[src/rtl/core/urx_pkg.sv]
// Package for the UART frame receiver: constants, phase type and shared structs.
package urx_pkg;

   // Samples per frame: data bits followed by the parity bit
   localparam int unsigned FRAME_BITS = 9;
   localparam int unsigned BIDX_W     = $clog2(FRAME_BITS + 1);
   localparam int unsigned EXT_W      = (FRAME_BITS > 9) ? FRAME_BITS : 9;

   localparam int unsigned TICK_W = 16;
   localparam int unsigned CSR_W  = 16;
   localparam int unsigned ADDR_W = 2;

   localparam logic [7:0]        PARITY_FILL     = 8'd3;
   localparam logic [TICK_W-1:0] BIT_TICKS_RST   = 16'd10;
   localparam logic [TICK_W-1:0] START_TICKS_RST = 16'd15;
   localparam logic [TICK_W-1:0] GUARD_TICKS_RST = 16'd15;

   typedef enum logic [2:0] {
      PH_IDLE,
      PH_START,
      PH_BITS,
      PH_WAIT_HIGH,
      PH_GUARD
   } phase_type;

   typedef enum logic [ADDR_W-1:0] {
      CSR_BIT_TICKS   = 2'd0,
      CSR_START_TICKS = 2'd1,
      CSR_GUARD_TICKS = 2'd2
   } csr_addr_type;

   typedef struct packed {
      logic [TICK_W-1:0] bit_ticks;
      logic [TICK_W-1:0] start_ticks;
      logic [TICK_W-1:0] guard_ticks;
   } cfg_type;

   typedef struct packed {
      logic       vld;
      logic [7:0] rx_byte;
      logic       parity_error;
   } result_type;

endpackage

[src/rtl/core/uart_frame_receiver_with_parity.sv]
// Top level of the UART frame receiver: config registers, input and result registers.
//
// Usage:
//   req channel: one word per oversampling tick, req_line_level = sampled RX line
//   (1 = idle high). A word is taken at an edge with req_valid high and
//   req_stall low.
//   rsp channel: one word per received frame, rsp_rx_byte and rsp_parity_error
//   (byte forced to 3 on odd parity over the nine samples).
//   csr port: csr_write_enable, csr_index (0 bit_ticks, 1 start_ticks,
//   2 guard_ticks), csr_write_data; write only while no frame is in progress.
// Throughput: one tick word per cycle while req_stall is low.
// Path: the word that completes a frame is held in the input register, and
//   the result register loads from it once the result slot is free or
//   draining, which raises rsp_valid.
// Reset: synchronous, clears the state machine to idle, empties both
//   registers and restores tick counts 10, 15, 15.
// Stall: while rsp_stall holds a pending result, the input register keeps
//   one word and req_stall rises only once that register is also full.
module uart_frame_receiver_with_parity
   import urx_pkg::*;
(
   input  logic              clock,
   input  logic              reset,

   input  logic              req_valid,
   output logic              req_stall,
   input  logic              req_line_level,

   output logic              rsp_valid,
   input  logic              rsp_stall,
   output logic [7:0]        rsp_rx_byte,
   output logic              rsp_parity_error,

   input  logic              csr_write_enable,
   input  logic [ADDR_W-1:0] csr_index,
   input  logic [CSR_W-1:0]  csr_write_data
);

   cfg_type    cfg_ff;
   logic       in_vld_ff;
   logic       in_level_ff;
   logic       out_vld_ff;
   logic [7:0] out_byte_ff;
   logic       out_perr_ff;
   logic       adv;
   logic       step;
   result_type res;

   // Config registers
   always_ff @(posedge clock) begin
      if (reset) begin
         cfg_ff.bit_ticks   <= BIT_TICKS_RST;
         cfg_ff.start_ticks <= START_TICKS_RST;
         cfg_ff.guard_ticks <= GUARD_TICKS_RST;
      end else if (csr_write_enable) begin
         case (csr_addr_type'(csr_index))
            CSR_BIT_TICKS:   cfg_ff.bit_ticks   <= csr_write_data;
            CSR_START_TICKS: cfg_ff.start_ticks <= csr_write_data;
            CSR_GUARD_TICKS: cfg_ff.guard_ticks <= csr_write_data;
            default: ;
         endcase
      end
   end

   // Pipeline flow: stage moves when the result slot is free or draining
   assign adv       = !out_vld_ff || !rsp_stall;
   assign step      = in_vld_ff && adv;
   assign req_stall = in_vld_ff && !adv;

   // Input register
   always_ff @(posedge clock) begin
      if (reset) begin
         in_vld_ff <= 1'b0;
      end else if (!req_stall) begin
         in_vld_ff <= req_valid;
      end
   end

   always_ff @(posedge clock) begin
      if (req_valid && !req_stall) in_level_ff <= req_line_level;
   end

   urx_core u_core (
      .clock (clock),
      .reset (reset),
      .step  (step),
      .level (in_level_ff),
      .cfg   (cfg_ff),
      .res   (res)
   );

   // Result register
   always_ff @(posedge clock) begin
      if (reset) begin
         out_vld_ff <= 1'b0;
      end else if (adv) begin
         out_vld_ff <= step && res.vld;
      end
   end

   always_ff @(posedge clock) begin
      if (step && res.vld) begin
         out_byte_ff <= res.rx_byte;
         out_perr_ff <= res.parity_error;
      end
   end

   assign rsp_valid        = out_vld_ff;
   assign rsp_rx_byte      = out_byte_ff;
   assign rsp_parity_error = out_perr_ff;

endmodule

[src/rtl/core/urx_core.sv]
// Frame state machine: advances one tick per step and flags a finished frame.
module urx_core
   import urx_pkg::*;
(
   input  logic       clock,
   input  logic       reset,
   input  logic       step,
   input  logic       level,
   input  cfg_type    cfg,
   output result_type res
);

   phase_type                phase_ff, phase_in;
   logic [TICK_W-1:0]        tick_ff, tick_in;
   logic [BIDX_W-1:0]        bidx_ff, bidx_in;
   logic [FRAME_BITS-1:0]    shift_ff, shift_in;
   logic                     par_ff, par_in;

   logic [TICK_W-1:0]        tick_inc;
   logic [EXT_W-1:0]         shift_ext;

   assign tick_inc  = tick_ff + 1'b1;
   assign shift_ext = EXT_W'(shift_ff);

   // State registers, updated only when a tick word is consumed
   always_ff @(posedge clock) begin
      if (reset) begin
         phase_ff <= PH_IDLE;
         tick_ff  <= '0;
         bidx_ff  <= '0;
         shift_ff <= '0;
         par_ff   <= 1'b0;
      end else if (step) begin
         phase_ff <= phase_in;
         tick_ff  <= tick_in;
         bidx_ff  <= bidx_in;
         shift_ff <= shift_in;
         par_ff   <= par_in;
      end
   end

   // Next state and frame completion
   always_comb begin
      logic finish;
      logic high_seen;
      logic sample;
      finish    = 1'b0;
      high_seen = 1'b0;
      sample    = 1'b0;
      phase_in  = phase_ff;
      tick_in   = tick_ff;
      bidx_in   = bidx_ff;
      shift_in  = shift_ff;
      par_in    = par_ff;

      case (phase_ff)
         PH_IDLE: begin
            if (!level) begin
               phase_in = PH_START;
               tick_in  = '0;
               bidx_in  = '0;
               shift_in = '0;
               par_in   = 1'b0;
            end
         end
         PH_START: begin
            tick_in = tick_inc;
            if (tick_inc >= cfg.start_ticks) sample = 1'b1;
         end
         PH_BITS: begin
            tick_in = tick_inc;
            if (tick_inc >= cfg.bit_ticks) begin
               if (bidx_ff < BIDX_W'(FRAME_BITS)) begin
                  sample = 1'b1;
               end else begin
                  tick_in = '0;
                  if (level) high_seen = 1'b1;
                  else phase_in = PH_WAIT_HIGH;
               end
            end
         end
         PH_WAIT_HIGH: begin
            if (level) high_seen = 1'b1;
         end
         PH_GUARD: begin
            tick_in = tick_inc;
            if (tick_inc >= cfg.guard_ticks) finish = 1'b1;
         end
         default: begin
            phase_in = PH_IDLE;
            tick_in  = '0;
         end
      endcase

      // Shift in one sample, first received ends up on top
      if (sample) begin
         shift_in = {shift_ff[FRAME_BITS-2:0], level};
         par_in   = par_ff ^ level;
         bidx_in  = bidx_ff + 1'b1;
         tick_in  = '0;
         phase_in = PH_BITS;
      end

      // Stop level seen: start guard count or finish at once
      if (high_seen) begin
         tick_in = '0;
         if (cfg.guard_ticks == '0) finish = 1'b1;
         else phase_in = PH_GUARD;
      end

      if (finish) begin
         phase_in = PH_IDLE;
         tick_in  = '0;
      end

      res.vld          = finish;
      res.parity_error = par_ff;
      res.rx_byte      = par_ff ? PARITY_FILL : shift_ext[8:1];
   end

   // A finished frame always lands back in idle
   assert property (@(posedge clock) disable iff (reset)
      (step && res.vld) |=> (phase_ff == PH_IDLE))
      else $error("frame finished but phase not idle");

   // The sample count never runs past the frame length
   assert property (@(posedge clock) disable iff (reset)
      bidx_ff <= BIDX_W'(FRAME_BITS))
      else $error("bit index past frame length");

   // Parity failure forces the fill byte
   assert property (@(posedge clock) disable iff (reset)
      (res.vld && res.parity_error) |-> (res.rx_byte == PARITY_FILL))
      else $error("parity error without fill byte");

endmodule

[config.mk]
export PLATFORM = sky130hd
export DESIGN_NAME = uart_frame_receiver_with_parity
export DESIGN_NICKNAME = d
export VERILOG_FILES = /design/src/rtl/core/urx_pkg.sv /design/src/rtl/core/uart_frame_receiver_with_parity.sv /design/src/rtl/core/urx_core.sv
export SDC_FILE = /design/constraint.sdc
export NUM_CORES = 1
export LEC_CHECK = 0
export BUFFER_PORTS_ARGS = -buffer_cell sky130_fd_sc_hd__clkbuf_2
export CORE_MARGIN = 10
export CORE_UTILIZATION = 60
export DETAILED_ROUTE_END_ITERATION = 12
export HOLD_SLACK_MARGIN = 0.15
export PLACE_DENSITY = 0.8
export SLEW_MARGIN = 15
export SYNTH_ARGS = -nofsm -noshare
export SYNTH_HDL_FRONTEND = slang
export SYNTH_HIERARCHICAL = 1
export SYNTH_SLANG_ARGS = --single-unit
[constraint.sdc]
create_clock -name clock -period 4.9 [get_ports clock]
set_input_delay 0 -clock clock [delete_from_list [all_inputs] [get_ports clock]]
set_output_delay 0 -clock clock [all_outputs]
set_load 0.005 [all_outputs]
==> out/results.tsv <==
stage	metric	value	unit
detailed_routing	DRT iter0 DRCs	282	
global_route	initial antenna violation count	0	
timing	f_max	222	MHz
detailed_routing	Vias	4336	
timing	Worst Clk Skew	0.00929	ns
layout	Layout fillers	710	
logic_synthesis	async set-reset flop share out of synthesis	0	%
setup_path	Slowest cell on crit path	a21oi_1	
timing	unrepaired setup endpoints after global routing	no	
clock_tree	clk buf depth	2	
clock_tree	worst-skew pair later-pin latency	0.37	ns
pwr	combinational power share	8.1	%
logic_synthesis	ranking of synthesized cells by area	dfxtp_1 (31%), ha_1 (12%), mux2i_1 (11%)	
setup_path	r2r startpoint	u_core/tick_ff[0]$_SDFFE_PP0P_	
setup_path	WP data required	4.90	ns
global_route	gr ovfl total	0	
logic_synthesis	Post-synth top cells	dfxtp_1 (83), inv_1 (58), mux2i_1 (57)	
logic_synthesis	area share of the largest cell type after synthesis	31.3	%
layout	post-layout util	69.3	%
setup_path	Worst setup SP type	flop	
timing	Setup-failing EPs final	0	
layout	n_diodes	0	
layout	share of layout cells above drive strength 1	9.33	%
logic_synthesis	ys flop type	dfxtp_1	
timing	Slew Limit Fails	0	
logic_synthesis	post-synthesis net count	664	
global_route	pin count of the biggest net entering global routing	49	
floorplanning	die height	114	um
floorplanning	full die area	13000	um^2
placement	post-DP HPWL	8670	um
setup_path	CP bufs+invs	0	
pwr	power per standard cell area	265	nW/um^2
clock_tree	Setup Fix Bufs, Post-CTS	0	
floorplanning	number of core rows	34	
layout	synthesis-to-finish area growth	13.2	%
detailed_routing	WL/cell	15.9	um
setup_path	CP peak stage delay	0.73	ns
pwr	switching part of the total	22.5	%
clock_tree	CTS buffer count	9	
floorplanning	Ports	35	
pwr	P_int	0.00123	W
logic_synthesis	mapped cell area	5320	um^2
clock_tree	clock root buffer	clkbuf_8	
layout	Multi-input gate area	3010	um^2
setup_path	CP most frequent cell	and3_1	
clock_tree	CTS tree	built	
layout	register area	1960	um^2
logic_synthesis	most common cell in the netlist	dfxtp_1	
hold_path	worst hold start	csr_write_enable	
detailed_routing	Antenna Nets Post-Route	0	
timing	Max-slew headroom	22.6	%
floorplanning	Initial Utilization	61.3	%
logic_synthesis	Mapped Cells	589	
flow_run	max cap viols	0	
clock_tree	clock sinks	93	
detailed_routing	# DRC	0	
hold_path	Hold Crit Class	in2reg	
logic_synthesis	Synthesis Warnings	6	
timing	final period utilization	92.0	%
logic_synthesis	Distinct cells, synth	50	
setup_path	CP endpoint kind	flop	
logic_synthesis	register bit count reported by yosys	93	
timing	Tightest Pin Transition	1.16	ns
run_status	run status	finished, final reports clean	
pwr	Leak Pwr	2.75	nW
placement	GPL Wtd Cong	0.955	
detailed_routing	Via-to-Cell Ratio	5.77	
logic_synthesis	most area-hungry cell type in the Yosys netlist	dfxtp_1	
detailed_routing	final wirelength	11900	um
logic_synthesis	sequential fraction of the synthesis area	36.9	%
layout	nets@finish	713	
setup_path	crit path launch	u_core/tick_ff[0]$_SDFFE_PP0P_	
global_route	vias in the first global route	4208	
setup_path	CP top delay family	compound AO/OA/AOI/OAI gates	
setup_path	critical path type	reg2reg	
timing	Fin Setup TNS	0	ns
pwr	clock power share	42.0	%
global_route	GRT Util Overall	18.5	%
placement	Setup WS pre-CTS	0.442	ns
setup_path	Worst Path Arrival	4.51	ns
logic_synthesis	Mapped Avg Cell Area	9.03	um^2
floorplanning	Die W	114	um
detailed_routing	DR pass1 iterations	4	
timing	Tmin final	4.51	ns
logic_synthesis	Post-synth EDFFs	10	
setup_path	Critical Path Fanout Max	9	
placement	port buffer count	34	
global_route	first-pass GRT wire length	20000	um
pwr	sequential share of power	49.9	%
clock_tree	CTS H-tree lvls	3	
setup_path	CP cell instances	ha_1 -> and3_1 -> and3_1 -> and3_1 -> and3_1 -> xor2_1 -> ha_1 -> nand4_1 -> a2111oi_2 -> a211oi_1 -> o21ai_2 -> a32o_1 -> a32o_1 -> nand2_1 -> a21oi_1	
timing	worst setup margin	0.392	ns
clock_tree	clk slew on worst S/H paths	0.09	ns
floorplanning	core area	8680	um^2
pwr	Sw Pwr	0.000359	W
timing	Final Hold Fails	0	
pwr	VDD IR-drop max	0.181	mV
## worst reg2reg max path: cells and delay by family, from the launching register on
| kind | cells | cell delay, ns |
|---|---|---|
| adders and majority gates | 2 | 0.43 |
| DFF | 1 | 0.46 |
| and+or+nand+nor | 6 | 1.15 |
| xor gates and xnor gates | 1 | 0.29 |
| AOI/OAI and AO/OA | 6 | 1.81 |
## path summary, 6_finish.rpt
check / end / depth (start not counted) / slack, ns
worst max register to register: rsp_rx_byte[0]$_DFFE_PP_ / 15 / 0.39
worst min-delay path: cfg_ff[47]$_SDFFE_PP0P_ / 3 / 0.18
worst max-delay path: rsp_rx_byte[0]$_DFFE_PP_ / 15 / 0.39
worst min register to register: u_core/shift_ext[8]$_SDFFE_PP0P_ / 2 / 0.46
## layout by cell type (no fill, tap or decap), types with 10 or more instances in the layout
| cell | instances |
|---|---|
| edfxtp_1 | 10 |
| a21oi_1 | 25 |
| mux2i_1 | 57 |
| nor3_1 | 20 |
| nor2_1 | 30 |
| xor2_1 | 12 |
| nand2b_1 | 53 |
| clkbuf_2 | 34 |
| inv_1 | 58 |
| xnor2_1 | 12 |
| dlygate4sd3_1 | 24 |
| nand2_1 | 51 |
| ha_1 | 51 |
| dfxtp_1 | 83 |
| o21ai_0 | 10 |
## area by class of cell
cell class	instances	share of cell area (%)
Clock buffer	9	2.06
Clock inverter	7	2.41
Inverter	59	3.68
Multi-Input combinational cell	416	50.0
Sequential cell	93	32.6
Tap cell	108	2.25
Timing Repair Buffer	59	6.95
## kinds of logic (layout without fill, tap and decap cells)
| logic type | Yosys count | after routing | synth area share (%) |
|---|---|---|---|
| compound gates | 71 | 71 | 9.01 |
| xor+xnor | 24 | 24 | 3.95 |
| fa+ha+maj | 51 | 51 | 12.0 |
| buf+inv | 80 | 134 | 6.47 |
| flops | 93 | 93 | 36.9 |
| mux | 57 | 57 | 10.7 |
| simple gates | 213 | 213 | 20.9 |
## sequential cells by signal, summed over array words and instances (netlist names)
register and cells:
cfg_ff 48, in_level_ff 1, in_vld_ff 1, rsp_parity_error 1, rsp_rx_byte 8, rsp_valid 1
u_core/bidx_ff 4, u_core/par_ff 1, u_core/phase_ff 3, u_core/shift_ext 9, u_core/tick_ff 16
## power by group through the flow
stage / sequential, W / combinational (W) / clock, W
after floorplan: 0.000807 / 0.0000840 / 0
after global placement: 0.000811 / 0.000108 / 0
after detailed placement: 0.000812 / 0.000111 / 0
after CTS: 0.000794 / 0.000127 / 0.000674
after global routing: 0.000797 / 0.000142 / 0.000707
final: 0.000795 / 0.000129 / 0.000670
## metrics by stage
step                hold WS (ns)  cells  power [W]  cell area, um^2
floorplan                 0.0989    589   0.000891             5320
global placement           0.178    711   0.000919             5510
detailed placement         0.188    711   0.000923             5510
CTS                        0.156    751    0.00160             6020
global route               0.181    751    0.00165             6020
finish                     0.176    751    0.00159             6020
## routing by layer
metal / up-vias / GRT usage [%] / share of wire, %
li1: 2134 / - / -
met2: 101 / 31.2 / 49
met5: - / 0 / 0
met4: 0 / 6.02 / 2.2
met3: 21 / 3.83 / 4.6
met1: 2080 / 22.8 / 45
## repair_timing
item                                   CTS  global route
hold buffers                            24             0
gates resized for setup                  0             0
endpoints found under the hold margin   52             0
(Power assumes the default switching activity.)
